$ cat config.mk
export PLATFORM = sky130hd
export DESIGN_NAME = utf8_stream_decoder
export DESIGN_NICKNAME = d
export VERILOG_FILES = /design/src/design/utf8sd_pkg.sv /design/src/design/utf8_stream_decoder.sv /design/src/design/utf8sd_front.sv /design/src/design/utf8sd_queue.sv /design/src/design/utf8sd_back.sv
export SDC_FILE = /design/constraint.sdc
export NUM_CORES = 1
export LEC_CHECK = 0
export ABC_AREA = 1
export BUFFER_PORTS_ARGS = -buffer_cell sky130_fd_sc_hd__buf_2
export CAP_MARGIN = 0
export CORE_MARGIN = 4
export CORE_UTILIZATION = 25
export CTS_CLUSTER_DIAMETER = 100
export DETAILED_ROUTE_END_ITERATION = 10
export SLEW_MARGIN = 20
export SYNTH_ARGS = -nofsm -noshare
export SYNTH_HDL_FRONTEND = slang
export SYNTH_SLANG_ARGS = --single-unit
$ cat constraint.sdc
create_clock -name clock -period 4.6 [get_ports clock]
set_clock_uncertainty 0.05 [all_clocks]
set_input_delay 0.23 -clock clock [delete_from_list [all_inputs] [get_ports clock]]
set_output_delay 0.23 -clock clock [all_outputs]
set_load 0.1 [all_outputs]
$ cat src/design/utf8sd_pkg.sv
package utf8sd_pkg;

   localparam int BYTE_W = 8;
   localparam int CP_W   = 21;
   localparam int EXP_W  = 2;

   localparam logic [CP_W-1:0] REPLACEMENT_CP = 21'h00FFFD;

   // default depth of the queue between front and back
   localparam int QUEUE_DEPTH_DEFAULT = 4;

   // one queue entry: the results caused by one byte.
   // two = 1: a U+FFFD goes out first, then cp.
   typedef struct packed {
      logic            two;
      logic [CP_W-1:0] cp;
      logic            last;
   } utf8sd_entry_type;

endpackage

$ cat src/design/utf8_stream_decoder.sv
// UTF-8 stream decoder: bytes in, 21-bit code points out.
// Input queue port: drive req_byte_in and req_end_of_stream with req_push;
//   a beat is taken on a clock edge with req_push high and req_full low.
// Result queue port: while rsp_empty is low, rsp_char and
//   rsp_last_of_stream show the oldest result; rsp_pop takes it.
// Malformed input gives U+FFFD. An interrupted sequence gives U+FFFD and the
//   byte is decoded again as a lead byte, so one byte can give two results.
//   rsp_last_of_stream marks the final result of each stream.
// Path: a byte's result is written into the queue, then loaded into the output register.
// Throughput: one byte per cycle while req_full is low. The back end sends
//   one result per cycle while rsp_pop keeps up; if a byte gives two results,
//   the QUEUE_DEPTH entry queue between front and back end absorbs the wait.
// Stalls: when rsp_pop stays low the output register holds, the queue fills
//   and req_full rises; no beat is lost.
// Reset (synchronous, active high): decoder state, queue and output register
//   clear at once; the next byte starts a new stream.
module utf8_stream_decoder
   import utf8sd_pkg::*;
#(
   parameter int QUEUE_DEPTH = QUEUE_DEPTH_DEFAULT
)
(
   input  logic              clock,
   input  logic              reset,
   input  logic              req_push,
   output logic              req_full,
   input  logic [BYTE_W-1:0] req_byte_in,
   input  logic              req_end_of_stream,
   output logic              rsp_empty,
   input  logic              rsp_pop,
   output logic [CP_W-1:0]   rsp_char,
   output logic              rsp_last_of_stream
);

   // front -> queue
   logic             ent_push;
   utf8sd_entry_type ent_data;
   logic             q_full;

   // queue -> back
   logic             q_valid;
   utf8sd_entry_type q_data;
   logic             q_pop;

   assign req_full = q_full;

   // front end: keeps partial code point, classifies each byte
   utf8sd_front u_front (
      .clock             (clock),
      .reset             (reset),
      .req_push          (req_push),
      .req_byte_in       (req_byte_in),
      .req_end_of_stream (req_end_of_stream),
      .q_full            (q_full),
      .ent_push          (ent_push),
      .ent_data          (ent_data)
   );

   // decoupling queue, one entry per byte that causes results
   utf8sd_queue #(
      .DEPTH (QUEUE_DEPTH)
   ) u_queue (
      .clock    (clock),
      .reset    (reset),
      .wr_en    (ent_push),
      .wr_data  (ent_data),
      .full     (q_full),
      .rd_en    (q_pop),
      .rd_valid (q_valid),
      .rd_data  (q_data)
   );

   // back end: splits two-result entries, drives the output register
   utf8sd_back u_back (
      .clock              (clock),
      .reset              (reset),
      .q_valid            (q_valid),
      .q_data             (q_data),
      .q_pop              (q_pop),
      .rsp_empty          (rsp_empty),
      .rsp_pop            (rsp_pop),
      .rsp_char           (rsp_char),
      .rsp_last_of_stream (rsp_last_of_stream)
   );

endmodule

$ cat src/design/utf8sd_front.sv
module utf8sd_front
   import utf8sd_pkg::*;
(
   input  logic               clock,
   input  logic               reset,
   input  logic               req_push,
   input  logic [BYTE_W-1:0]  req_byte_in,
   input  logic               req_end_of_stream,
   input  logic               q_full,
   output logic               ent_push,
   output utf8sd_entry_type   ent_data
);

   logic [CP_W-1:0]  part_ff, part_in;
   logic [EXP_W-1:0] exp_ff, exp_in;

   logic             accept;
   logic             cont_byte;
   logic [EXP_W-1:0] lead_exp;
   logic [CP_W-1:0]  lead_part;
   logic             lead_emit;
   logic [CP_W-1:0]  lead_cp;
   logic [CP_W-1:0]  cont_part;
   logic [EXP_W-1:0] cont_exp;
   logic             r_int, r_lead, r_cont, r_trunc;
   logic [EXP_W-1:0] exp_mid;
   logic [CP_W-1:0]  part_mid;

   assign accept    = req_push && !q_full;
   assign cont_byte = (req_byte_in[7:6] == 2'b10);
   assign cont_part = {part_ff[CP_W-7:0], req_byte_in[5:0]};
   assign cont_exp  = EXP_W'(exp_ff - 2'd1);

   // lead byte decode
   always_comb begin
      lead_exp  = '0;
      lead_part = '0;
      lead_emit = 1'b0;
      lead_cp   = REPLACEMENT_CP;
      if (req_byte_in[7:3] == 5'b11110) begin
         lead_exp  = 2'd3;
         lead_part = {18'd0, req_byte_in[2:0]};
      end else if (req_byte_in[7:4] == 4'b1110) begin
         lead_exp  = 2'd2;
         lead_part = {17'd0, req_byte_in[3:0]};
      end else if (req_byte_in[7:5] == 3'b110) begin
         lead_exp  = 2'd1;
         lead_part = {16'd0, req_byte_in[4:0]};
      end else if (!req_byte_in[7]) begin
         lead_emit = 1'b1;
         lead_cp   = {14'd0, req_byte_in[6:0]};
      end else begin
         lead_emit = 1'b1;  // stray continuation or 0xF8..0xFF
      end
   end

   always_comb begin
      r_int    = 1'b0;
      r_lead   = 1'b0;
      r_cont   = 1'b0;
      exp_mid  = lead_exp;
      part_mid = lead_part;
      if (exp_ff != '0 && cont_byte) begin
         exp_mid  = cont_exp;
         part_mid = cont_part;
         r_cont   = (cont_exp == '0);
      end else begin
         r_int  = (exp_ff != '0);
         r_lead = lead_emit;
      end
      r_trunc = req_end_of_stream && (exp_mid != '0);

      exp_in  = exp_mid;
      part_in = (r_cont) ? '0 : part_mid;
      if (req_end_of_stream) begin
         exp_in  = '0;
         part_in = '0;
      end

      ent_push      = accept && (r_int || r_lead || r_cont || r_trunc);
      ent_data.two  = r_int && (r_lead || r_trunc);
      ent_data.last = req_end_of_stream;
      if (r_lead)
         ent_data.cp = lead_cp;
      else if (r_cont)
         ent_data.cp = cont_part;
      else
         ent_data.cp = REPLACEMENT_CP;
   end

   always_ff @(posedge clock) begin
      if (reset) begin
         exp_ff  <= '0;
         part_ff <= '0;
      end else if (accept) begin
         exp_ff  <= exp_in;
         part_ff <= part_in;
      end
   end

`ifndef SYNTHESIS
   a_eos_clears: assert property (@(posedge clock) disable iff (reset)
      accept && req_end_of_stream |=> exp_ff == '0 && part_ff == '0)
      else $error("state not cleared after end of stream");
   a_eos_result: assert property (@(posedge clock) disable iff (reset)
      accept && req_end_of_stream |-> ent_push)
      else $error("end-of-stream byte produced no result");
   a_no_push_full: assert property (@(posedge clock) disable iff (reset)
      q_full |-> !ent_push)
      else $error("entry pushed into a full queue");
`endif

endmodule

$ cat src/design/utf8sd_queue.sv
module utf8sd_queue
   import utf8sd_pkg::*;
#(
   parameter int DEPTH = QUEUE_DEPTH_DEFAULT
)
(
   input  logic              clock,
   input  logic              reset,
   input  logic              wr_en,
   input  utf8sd_entry_type  wr_data,
   output logic              full,
   input  logic              rd_en,
   output logic              rd_valid,
   output utf8sd_entry_type  rd_data
);

   localparam int AW = (DEPTH > 1) ? $clog2(DEPTH) : 1;
   localparam int CW = $clog2(DEPTH + 1);

   utf8sd_entry_type slot_ff [DEPTH];
   logic [AW-1:0]    wr_ptr_ff, wr_ptr_in;
   logic [AW-1:0]    rd_ptr_ff, rd_ptr_in;
   logic [CW-1:0]    count_ff, count_in;
   logic             do_wr, do_rd;

   assign full     = (count_ff == CW'(DEPTH));
   assign rd_valid = (count_ff != '0);
   assign rd_data  = slot_ff[rd_ptr_ff];
   assign do_wr    = wr_en && !full;
   assign do_rd    = rd_en && rd_valid;

   always_comb begin
      wr_ptr_in = wr_ptr_ff;
      rd_ptr_in = rd_ptr_ff;
      count_in  = count_ff;
      if (do_wr)
         wr_ptr_in = (wr_ptr_ff == AW'(DEPTH - 1)) ? '0 : AW'(wr_ptr_ff + 1'b1);
      if (do_rd)
         rd_ptr_in = (rd_ptr_ff == AW'(DEPTH - 1)) ? '0 : AW'(rd_ptr_ff + 1'b1);
      if (do_wr && !do_rd)
         count_in = CW'(count_ff + 1'b1);
      else if (do_rd && !do_wr)
         count_in = CW'(count_ff - 1'b1);
   end

   always_ff @(posedge clock) begin
      if (reset) begin
         wr_ptr_ff <= '0;
         rd_ptr_ff <= '0;
         count_ff  <= '0;
      end else begin
         wr_ptr_ff <= wr_ptr_in;
         rd_ptr_ff <= rd_ptr_in;
         count_ff  <= count_in;
      end
   end

   always_ff @(posedge clock) begin
      if (do_wr)
         slot_ff[wr_ptr_ff] <= wr_data;
   end

endmodule

$ cat src/design/utf8sd_back.sv
module utf8sd_back
   import utf8sd_pkg::*;
(
   input  logic              clock,
   input  logic              reset,
   input  logic              q_valid,
   input  utf8sd_entry_type  q_data,
   output logic              q_pop,
   output logic              rsp_empty,
   input  logic              rsp_pop,
   output logic [CP_W-1:0]   rsp_char,
   output logic              rsp_last_of_stream
);

   logic            out_valid_ff, out_valid_in;
   logic [CP_W-1:0] out_cp_ff, out_cp_in;
   logic            out_last_ff, out_last_in;
   logic            phase_ff, phase_in;   // first half of a two-result entry sent
   logic            load;

   assign load = q_valid && (!out_valid_ff || rsp_pop);

   always_comb begin
      out_valid_in = out_valid_ff;
      out_cp_in    = out_cp_ff;
      out_last_in  = out_last_ff;
      phase_in     = phase_ff;
      q_pop        = 1'b0;
      if (load) begin
         out_valid_in = 1'b1;
         if (q_data.two && !phase_ff) begin
            out_cp_in   = REPLACEMENT_CP;
            out_last_in = 1'b0;
            phase_in    = 1'b1;
         end else begin
            out_cp_in   = q_data.cp;
            out_last_in = q_data.last;
            phase_in    = 1'b0;
            q_pop       = 1'b1;
         end
      end else if (rsp_pop) begin
         out_valid_in = 1'b0;
      end
   end

   always_ff @(posedge clock) begin
      if (reset) begin
         out_valid_ff <= 1'b0;
         phase_ff     <= 1'b0;
      end else begin
         out_valid_ff <= out_valid_in;
         phase_ff     <= phase_in;
      end
      out_cp_ff   <= out_cp_in;
      out_last_ff <= out_last_in;
   end

   assign rsp_empty          = !out_valid_ff;
   assign rsp_char           = out_cp_ff;
   assign rsp_last_of_stream = out_last_ff;

`ifndef SYNTHESIS
   a_phase_holds_entry: assert property (@(posedge clock) disable iff (reset)
      phase_ff |-> q_valid)
      else $error("second result pending with empty queue");
   a_phase_first_fffd: assert property (@(posedge clock) disable iff (reset)
      phase_ff |-> out_valid_ff && out_cp_ff == REPLACEMENT_CP && !out_last_ff)
      else $error("first of two results is not a plain U+FFFD");
   a_rsp_holds: assert property (@(posedge clock) disable iff (reset)
      !rsp_empty && !rsp_pop |=> !rsp_empty && $stable(rsp_char)
         && $stable(rsp_last_of_stream))
      else $error("result changed while stalled");
`endif

endmodule
Yosys cells after proc, flatten, opt, wreduce, memory -nomap -nowiden --
Memories as Yosys holds them, arrays and structs flattened. A register that Yosys moved wholly into a read port is not among the register bits. Cells that the tools add are included.
Operators by class: add/sub/neg operators 5, equal/unequal tests 7, mux-type cells 36, reduce and logical (&&, ||, !) cells 27
Operators by type and width (count):
- $mux W21 | 5
- $mux W15 | 4
- $mux W16 | 1
- $mux W2 | 8
- $mux W1 | 14
- $logic_and A1 B1 Y1 | 11
- $mux W5 | 2
- $reduce_bool A2 Y1 | 4
- $eq A2 B2 Y1 const B | 3
- $eq A3 B3 Y1 const B | 2
- $mux W3 | 2
- $eq A5 B5 Y1 const B | 1
- $logic_not A1 Y1 | 5
- $logic_or A1 B1 Y1 | 5
- $add A2 B1 Y2 const B | 2
- $eq A4 B4 Y1 const B | 1
- $add A3 B1 Y3 const B | 1
- $reduce_bool A3 Y1 | 1
- $sub A3 B1 Y3 const B | 1
- $logic_not A2 Y1 | 1
- $sub A2 B1 Y2 const B | 1
Word-level totals: output and inout port bits 24, bits in writable memories 92, register bits after elaboration 48, memories kept 1, input bits 13
Memory list:
- u_queue.slot_ff | depth 4, width 23, read ports 1, clocked after memory_dff 1, wr ports 1, RTL line utf8sd_queue.sv:20 | utf8sd_entry_type slot_ff [DEPTH];

Logic depth before layout (Yosys ltp) --
Gate-level depths: netlist of the first run.
depth after elaboration 14, mapped depth 19, mapped depth without buffers 19

Modules after synthesis --
A second synthesis of the first run with hierarchy kept.
Second synthesis, totals: cell total of the unflattened synthesis 530, area, all modules 6242.2 um2
By module, submodules not included:
- utf8sd_queue | area an instance 4211.5 um2, instances 1, cells an instance 292
- utf8sd_front | area an instance 1098.6 um2, instances 1, cells an instance 168
- utf8sd_back | area an instance 932.1 um2, instances 1, cells an instance 70

Worst setup path after synthesis of the first run --
Ideal clock, no wire load.
path type register -> register, start reg u_front.exp_ff[0], end mem u_queue.slot_ff[0][0] in the netlist's numbering, enable pin, period minus slack after synthesis 2.642 ns, cell stages (with the launch flop) 12, setup time 0.403 ns, setup slack 1.958 ns, path buffers 0, arrival 2.189 ns, path through dfxtp_1 > inv_1 > ha_1 > inv_1 > nand2_4 > clkinv_2 > nand2_2 > nand2_2 > nor2_1 > nand2_2 > nand2_2 > nor2_1
On the way: longest elaborated chain between the ends 10, elaborated cells on any way between the ends 17, those cells by class 1 x add/sub; 6 x mux; 10 x reduce/logical
Ends and longest elaborated chain:
- from (decl) | RTL line utf8sd_front.sv:15 | logic [EXP_W-1:0] exp_ff, exp_in;
- from (signal assigned) | RTL line utf8sd_front.sv:96 | exp_ff <= exp_in;
- parallel branches: the longest is 5 deep, another holds $sub A2 B1 Y2
- $logic_or A1 B1 Y1 * | RTL line utf8sd_front.sv:80 | ent_push = accept && (r_int || r_lead || r_cont || r_trunc);
- $logic_and A1 B1 Y1 * | RTL line utf8sd_front.sv:80
- $logic_and A1 B1 Y1 * | RTL line utf8sd_queue.sv:29 | assign do_wr = wr_en && !full;
- $mux W1 * | RTL line utf8sd_queue.sv:59 | if (do_wr)
- $mux W1 (not written as such) * | RTL line utf8sd_queue.sv:60 | slot_ff[wr_ptr_ff] <= wr_data;
- to (decl) | RTL line utf8sd_queue.sv:20
Every way passes the cells marked *.

Worst setup path after layout of the first run --
start reg u_front.exp_ff[0], end reg u_queue.count_ff[2]
On the way: longest elaborated chain between the ends 11, elaborated cells on any way between the ends 20, those cells by class 1 x add/sub; 5 x mux; 14 x reduce/logical
Ends and longest elaborated chain:
- parallel branches: the longest is 5 deep, another holds $sub A2 B1 Y2
- $logic_or A1 B1 Y1 * | RTL line utf8sd_front.sv:80
- $logic_and A1 B1 Y1 * | RTL line utf8sd_front.sv:80
- $logic_and A1 B1 Y1 * | RTL line utf8sd_queue.sv:29
- net u_queue.do_wr | RTL line utf8sd_queue.sv:24 | logic do_wr, do_rd;
- $logic_not A1 Y1 | RTL line utf8sd_queue.sv:42 | else if (do_rd && !do_wr)
- $logic_and A1 B1 Y1 | RTL line utf8sd_queue.sv:42
- $reduce_bool A2 Y1 (no source line)
- to (signal assigned) | RTL line utf8sd_queue.sv:54 | count_ff <= count_in;
- to (decl) | RTL line utf8sd_queue.sv:23 | logic [CW-1:0] count_ff, count_in;
Mark *: on every way through the listed nets, which the timed path passes. A chain may end at the register's enable or synchronous reset.

==> results.toml, run 1 <==
[timing]
finalCritPeriodShare_pct = 61.3
hold_viol = 0
rsz0062_at_grt = "false"
finalSetupTns_ns = 0
slew_headroom_pct = 31.1
fmax_mhz = 354
setup_viol = 0
tightestPinTransition_ns = 1.03
slew_viol_final = 0
fin_crit_ns = 2.82

[setup_path]
cpPeakStageDelay_ns = 0.43
startpoint_type = "flop"
path_class = "flop to flop"
endpoint_kind = "flop"
ff2ff_path_depth = 18
arrival_ns = 3.07
crit_slowest_cell = "fa_1"
worst_ep_required_time_ns = 4.85
crit_path_max_fanout = 12
worstPathCellList = "inv_1 -> ha_1 -> inv_1 -> nand2_4 -> clkinv_2 -> nand2_2 -> nand2_2 -> nor2_1 -> nand2_2 -> nand2_2 -> inv_1 -> ha_1 -> inv_1 -> fa_1 -> a21oi_1 -> o21ai_0 -> o21ai_0 -> a21oi_1"

[global_routing]
grt_util_met1_pct = 11.9
grt-busiest-layer = "met2"
grt_overflow = 0
use_met3_pct = 2.89
grt_usage_pct = 9.61
first_global_vias = 3441
grt_pass1_wl_mm = 19.0
grt_start_max_net_pins = 47
met2_usage_pct = 15.9
antenna_found_initial = 0

[route]
routed_wl_mm = 12.0
ant_nets = 0
drt_iter0_drc = 193
avgRoutedWirePerCell_microns = 14.9
via_count = 3516
dr.pass1.iters = 5
drc = 0
viasPerCell = 4.35

[pwr]
p_leak_nw = 2.50
p_per_area_mw_per_mm2 = 706
comb_power_share_pct = 37.6
max-vdd-ir-drop_v = 0.000265
p_switching_mw = 2.00
p_int_mw = 2.78
total_power_mw = 4.78
switching_share_pct = 41.8
seq_power_share_pct = 37.0
pwr-share-clk_pct = 25.5

[logic_synthesis]
ys_types = 35
synth_seq_area_share_pct = 69.2
yosysTopAreaCellShare_pct = 59.5
syn_inst = 472
yosysWarnings = 0
netlist_area_sq_mm = 0.00576
syn_area_per_cell_sq_um = 12.2
synth.area.top_cells = "edfxtp_1 59%, dfxtp_1 9.7%, nor2_1 4.0%"
synth_top_cells_by_count = "114 x edfxtp_1, 62 x nor2_1, 56 x nand2_1"
synth_fp_nets = 494
synth_edf_count = 114
ys_ff_latch = 142
yosys.area.top_type = "edfxtp_1"
async_flop_share_pct = 0
synth_most_common_cell = "edfxtp_1"
yosys_most_used_dff = "edfxtp_1"

[floorplan]
rows = 55
dieArea_sq_mm = 0.0255
start_util_pct = 25.4
die_w_microns = 160
design.core.area_sq_mm = 0.0226
ios = 37
fp.dieH_microns = 160

[flow_run]
maxCapViolCount = 0

[cts]
cts_root_buffer = "clkbuf_16"
cts_tree = "yes"
clock_latency_ns = 0.41
clkSinkCount = 142
holdBufCountCts = 0
clk_path_buf_depth = 2
clk_pin_slew_ns = 0.05
cts.htree.levels = 4
numCtsBuffers = 17
post_cts_buffers = 0
post_cts_resized = 0

[placed_design]
post_dp_cell_area_sq_mm = 0.00624
place_hpwl_mm = 7.50
port_buffers = 36
place.gp.congestion = 0.818

[layout]
final_net_count = 533
syn2layout_area_growth_pct = 17.6
antenna_cells = 0
layout-drive-gt1-share_pct = 17.7
finalInstanceArea_sq_mm = 0.00677
fin_util_pct = 29.9

[worst_hold_path]
hp-class = "input pin to flop"
min_path_cells = 4

[status]
outcome = "finished clean"
-- area by class of cell --
type                       instances  area (sq um)
clock buffer                      25           495
clock inverter                     7          38.8
fill                            2234         15900
inverter                          45           170
multi-input combinational        263          1500
sequential                       142          3990
tap                              285           357
timing repair buffer              42           225
-- stage by stage --
step                      setup slack, ns  cells  hold WS (ns)
final                                1.78    809        0.0531
after global routing                 1.45    809        0.0737
after CTS                            1.79    809        0.0323
after detailed placement             1.79    777         0.414
after global placement               1.85    777         0.420
after floorplan                      1.96    472         0.258
-- critical path, delay by kind of cell (launching register included) --
family          cells  cell delay, ns
fa+ha+maj           3            0.78
flops               1            0.37
simple gates        6            0.59
compound gates      4            0.45
buf+inv             5            0.47
-- power by group through the flow --
stage	logic [mW]	registers, mW	clock network, mW
final	1.80	1.77	1.22
after detailed placement	1.81	1.79	0
after global placement	1.81	1.79	0
after global routing	1.93	1.79	1.31
after floorplan	0.741	2.51	0
after CTS	1.82	1.77	1.25
-- flip-flops by register name (all words and copies together), names as in the netlist, named ones only --
register and flops:
u_back.out_valid_ff 1, u_queue.rd_ptr_ff 2, u_back.rsp_last_of_stream 1, u_queue.count_ff 3
u_queue.wr_ptr_ff 2, u_front.part_ff 15, u_front.exp_ff 2, u_queue.slot_ff 92
u_back.phase_ff 1, u_back.rsp_char 21
-- final timing paths --
path | from | to | slack, ns
max | u_front.exp_ff[0] | u_queue.count_ff[2] | 1.78
max reg2reg | u_front.exp_ff[0] | u_queue.count_ff[2] | 1.78
min reg2reg | u_front.part_ff[10] | u_front.part_ff[10] | 0.43
min | rsp_pop | u_back.out_valid_ff | 0.05
-- cell families (layout without fill, tap and decap cells) --
kind of cell / after synthesis / after routing / share of synthesized area (%)
mux: 15 / 15 / 2.61
compound gates: 93 / 93 / 10.4
buf+inv: 67 / 119 / 4.91
simple gates: 146 / 146 / 10.8
fa+ha+maj: 9 / 9 / 2.09
flops: 142 / 142 / 69.2
-- layer usage --
| layer | share of wire (%) | vias up | wire, microns |
|---|---|---|---|
| li1 | - | 1752 | - |
| met1 | 45 | 1669 | 5420 |
| met2 | 49 | 81 | 5910 |
| met3 | 4.4 | 14 | 531 |
| met4 | 1.3 | 0 | 157 |
| met5 | 0 | - | 0 |
-- cell usage in the layout, fill, tap and decap left out, types with 2 or more instances in the layout --
master	instances
buf_4	6
buf_2	36
nand3_1	12
clkinv_2	5
a31oi_1	5
clkbuf_16	17
o221ai_1	15
inv_1	41
o21ai_0	31
dfxtp_1	27
clkbuf_1	4
inv_2	3
a211oi_1	6
edfxtp_1	114
o22ai_1	3
nor2_1	58
or2_1	3
o21ai_1	4
nor2_2	7
clkbuf_8	4
mux2i_1	15
ha_1	8
clkinvlp_4	2
nand2_2	6
a21oi_1	17
nand2_1	56
o32ai_1	7
No activity file was read; power rests on OpenSTA's default activity.
==> run 2, diff against run 1 <==
- clock period: 4.6 -> 2.38 ns (I/O delays scaled with it)
==> run 2 against run 1 <==
Final area up 5.2%. Count of clock-buffer cells in the layout down 4. Largest cell class unchanged. Sequential share of layout area down 2.9 points.
==> results.toml, run 2 (synthesized netlist as in run 1, its figures left out) <==
[cts]
clk_pin_slew_ns = 0.06
clkSinkCount = 142
cts_tree = "yes"
cts.htree.levels = 4
cts_root_buffer = "clkbuf_16"
clock_latency_ns = 0.42
clk_path_buf_depth = 2
numCtsBuffers = 17

[setup_path]
path_class = "flop to flop"
rr_startpoint = "u_front.exp_ff[1]"
crit_path_max_fanout = 5
endpoint_kind = "flop"
arrival_ns = 2.53
r2r_end = "u_queue.count_ff[2]"
worst_ep_required_time_ns = 2.63
r2r_slack_ns = 0.10
ff2ff_path_depth = 19
startpoint_type = "flop"

[route]
via_count = 3677
viasPerCell = 4.42
dr.pass1.iters = 5
avgRoutedWirePerCell_microns = 15.0
ant_nets = 0
drc = 0
routed_wl_mm = 12.5
drt_iter0_drc = 290

[placed_design]
place_hpwl_mm = 7.88
port_buffers = 36
place_inst = 791
place.gp.congestion = 0.818

[global_routing]
grt_usage_pct = 9.76
antenna_found_initial = 1
first_global_vias = 3610
grt_overflow = 0
grt_pass1_wl_mm = 19.4
grt_start_max_net_pins = 45

[layout]
layout-drive-gt1-share_pct = 24.5
syn2layout_area_growth_pct = 23.8
final_cell_mix = "114 x edfxtp_1, 56 x nor2_1, 52 x nand2_1, 36 x buf_2, 34 x inv_1"
final_net_count = 555
layout.cells.non_filler = 832
top_register = "u_queue.slot_ff"
final_common_cell = "edfxtp_1"
largest_reg_flops = 92

[floorplan]
ios = 37
die_w_microns = 160
design.core.area_sq_mm = 0.0226
fp.dieH_microns = 160
start_util_pct = 25.4
rows = 55
dieArea_sq_mm = 0.0255

[flow_run]
maxCapViolCount = 0

[timing]
fmax_mhz = 439
tightestPinTransition_ns = 1.01
slew_viol_final = 0
holdWs_ns = 0.0254
setup_viol = 0
hold_viol = 0
finalCritPeriodShare_pct = 95.7
fin_crit_ns = 2.28
slew_headroom_pct = 32.5

[worst_hold_path]
min_path_cells = 2
hold-path-endpoint = "u_front.exp_ff[0]"
hp-class = "input pin to flop"
worstHoldStart = "reset"

[pwr]
p_leak_nw = 2.64
p_per_area_mw_per_mm2 = 1380
max-vdd-ir-drop_v = 0.000598

[status]
outcome = "finished clean"
run 2: repair_timing:
action	CTS	global route
hold endpoints to repair	9	0
resized for setup	4	18
pin swaps	1	7
buffers inserted	1	1
setup endpoints to repair	1	2
hold buffers	6	0
run 2: layout make-up:
cell class              count  area [sq um]
clock buffers              21           460
fillers                  2198         15500
flip-flops and latches    142          3990
repair buffers             64           405
inverters                  45           175
well taps                 285           357
diodes                      1          2.50
multi-input cells         263          1580
clock inverters            11           164
run 2: critical path, stage by stage (launching register included):
cell and delay, ns:
dfxtp_1 0.30, inv_2 0.08, ha_4 0.15, inv_2 0.05, nand2_4 0.12, inv_4 0.05
nand2_2 0.05, nand2_2 0.06, nand2_2 0.07, nand2_2 0.06, nand2_2 0.08, nand2_2 0.06
inv_2 0.07, ha_4 0.12, inv_2 0.04, fa_2 0.35, a21oi_2 0.14, o21ai_2 0.07
o21ai_1 0.13, a21oi_1 0.05
run 2: routing by layer:
metal | GRT usage, % | vias up | routed length [microns]
met5 | 0 | - | 0
met4 | 3.75 | 0 | 219
met3 | 2.53 | 17 | 403
met2 | 16.3 | 74 | 6230
met1 | 12.1 | 1788 | 5600
li1 | - | 1798 | -
run 2: how the worst max path moves through the flow:
| stage | start | to | slack, ns |
|---|---|---|---|
| global placement | u_front.exp_ff[0] | u_queue.count_ff[2] | 0.03 |
| global route | u_front.exp_ff[1] | u_queue.count_ff[2] | -0.07 |
| detailed placement | u_front.exp_ff[0] | u_queue.count_ff[2] | -0.03 |
| CTS | u_front.exp_ff[0] | u_queue.count_ff[2] | 0.006 |
| floorplan | u_front.exp_ff[0] | u_queue.slot_ff[0][0] | -0.26 |
| finish | u_front.exp_ff[1] | u_queue.count_ff[2] | 0.10 |
run 2: metrics by stage:
stage / setup slack, ns / total power [mW] / instance area (sq um) / TNS, ns / utilization (%)
after CTS: 0.00565 / 9.91 / 7060 / 0 / 31.2
after floorplan: -0.262 / 6.32 / 5780 / -24.08 / -
after global placement: 0.0272 / 7.06 / 6360 / 0 / 28.1
after global routing: -0.0687 / 10.3 / 7130 / -0.0743 / 31.5
final: 0.103 / 9.84 / 7130 / 0 / 31.5
after detailed placement: -0.0333 / 7.09 / 6360 / -0.0333 / 28.1
run 2: power by group:
| group | switching, mW | internal (mW) | leakage (nW) |
|---|---|---|---|
| logic | 2.85 | 0.771 | 1.04 |
| registers | 0.137 | 3.29 | 1.30 |
| clock network | 0.981 | 1.80 | 0.303 |
| total | 3.97 | 5.87 | 2.64 |
==> run 3, diff against run 2 <==
- clock period: 2.38 -> 2.76 ns (I/O delays scaled with it)
==> run 3 against run 2 <==
Register-to-register slack improved by 0.13 ns. Global-route usage fell by 0.20 points. Clock power decreased by 25%. Worst hold slack improved by 0.00077 ns. Utilization down 0.83 points. Final area fell by 2.7%. Final cell count decreased by 0.72%. Setup slack improved by 0.13 ns. Critical endpoint unchanged. Largest cell class unchanged. Highest routed layer unchanged.
==> results.toml, run 3 (synthesized netlist as in run 1, its figures left out) <==
[pwr]
max-vdd-ir-drop_v = 0.000489
p_per_area_mw_per_mm2 = 1160
p_leak_nw = 2.58

[route]
ant_nets = 0
avgRoutedWirePerCell_microns = 14.4
via_count = 3607
drt_iter0_drc = 231
routed_wl_mm = 11.9
dr.pass1.iters = 4
viasPerCell = 4.37
drc = 0

[layout]
final_common_cell = "edfxtp_1"
final_cell_mix = "114 x edfxtp_1, 58 x nor2_1, 56 x nand2_1, 41 x inv_1, 36 x buf_2"
layout-drive-gt1-share_pct = 20.1
final_net_count = 550
antenna_cells = 0
syn2layout_area_growth_pct = 20.5
layout.cells.non_filler = 826
finalInstanceArea_sq_mm = 0.00694
top_register = "u_queue.slot_ff"
largest_reg_flops = 92

[cts]
clk_path_buf_depth = 2
clkSinkCount = 142
cts.htree.levels = 4
cts_tree = "yes"
numCtsBuffers = 17
clock_latency_ns = 0.42
cts_root_buffer = "clkbuf_16"
clk_pin_slew_ns = 0.06

[setup_path]
rr_startpoint = "u_front.exp_ff[0]"
cp-startpoint = "u_front.exp_ff[0]"
worst_ep_required_time_ns = 3.01
path_class = "flop to flop"
crit_path_max_fanout = 6
arrival_ns = 2.78
startpoint_type = "flop"
endpoint_kind = "flop"

[floorplan]
dieArea_sq_mm = 0.0255
die_w_microns = 160
ios = 37
fp.dieH_microns = 160
start_util_pct = 25.4
rows = 55
design.core.area_sq_mm = 0.0226

[global_routing]
antenna_found_initial = 0
grt_usage_pct = 9.56
grt_pass1_wl_mm = 18.9
first_global_vias = 3498
grt_overflow = 0
grt_start_max_net_pins = 45

[timing]
slew_viol_final = 0
hold_viol = 0
setup_viol = 0
finalSetupTns_ns = 0
rsz0062_at_grt = "false"
finalCritPeriodShare_pct = 91.4
tightestPinTransition_ns = 1.03
holdWs_ns = 0.0261
fin_crit_ns = 2.52
slew_headroom_pct = 31.5
fmax_mhz = 396

[status]
outcome = "finished clean"

[placed_design]
place.gp.congestion = 0.866
place_inst = 787
place_hpwl_mm = 7.76
port_buffers = 36
post_dp_cell_area_sq_mm = 0.00631

[worst_hold_path]
hp-class = "input pin to flop"
worstHoldStart = "reset"

[flow_run]
maxCapViolCount = 0
[run 3: changes by cell type in the layout (fill, tap and decap cells not counted), sizes merged]
cell	previous run	this run
buf	58	53
bufinv	4	1
clkbuf	21	19
clkinv	4	7
diode	1	0
inv	45	47
[run 3: critical path, cell delays in order (launching register included)]
cell	delay (ns)
dfxtp_2	0.34
inv_1	0.05
ha_1	0.20
inv_1	0.09
nand2_4	0.08
nor2_1	0.10
nor2_1	0.07
nand2_1	0.06
nand2_1	0.07
nand2_2	0.12
nand2_4	0.08
inv_1	0.07
ha_1	0.13
inv_1	0.08
fa_2	0.40
a21oi_1	0.14
o21ai_1	0.09
o21ai_1	0.12
a21oi_1	0.05
[run 3: per-layer routing]
metal | global-route usage, % | routed length [microns] | vias up
met4 | 3.31 | 153 | 0
met3 | 2.68 | 319 | 16
met1 | 12.1 | 5610 | 1767
li1 | - | - | 1785
met5 | 0 | 0 | -
met2 | 15.8 | 5820 | 39
[run 3: what timing repair did]
item	in CTS	in global routing
setup endpoints to repair	0	1
resized for setup	0	5
hold buffers	6	0
buffers inserted	0	1
hold endpoints to repair	9	0
[run 3: worst paths after layout]
path / end / slack [ns] / cells after the start
max: u_queue.count_ff[2] / 0.24 / 18
min: u_front.exp_ff[0] / 0.03 / 2
min reg2reg: u_front.part_ff[10] / 0.42 / 2
max reg2reg: u_queue.count_ff[2] / 0.24 / 18
[run 3: layout make-up]
type / count / area [sq um]
fill: 2264 / 15700
multi-input combinational: 263 / 1510
clock inverter: 13 / 115
tap: 285 / 357
sequential: 142 / 3990
inverter: 45 / 170
timing repair buffer: 59 / 368
clock buffer: 19 / 433
[run 3: per-stage QoR]
stage / worst slack (ns) / power (mW) / utilization [%]
after floorplan: 0.118 / 5.42 / -
after global placement: 0.167 / 6.04 / 27.9
after detailed placement: 0.0779 / 6.06 / 27.9
after CTS: 0.0730 / 8.19 / 30.6
after global routing: 0.0380 / 8.52 / 30.6
final: 0.237 / 8.08 / 30.6
[run 3: report_power, final]
| part | switching [mW] | internal [mW] |
|---|---|---|
| clock | 0.858 | 1.24 |
| sequential | 0.111 | 2.84 |
| combinational | 2.42 | 0.615 |
| total | 3.39 | 4.69 |
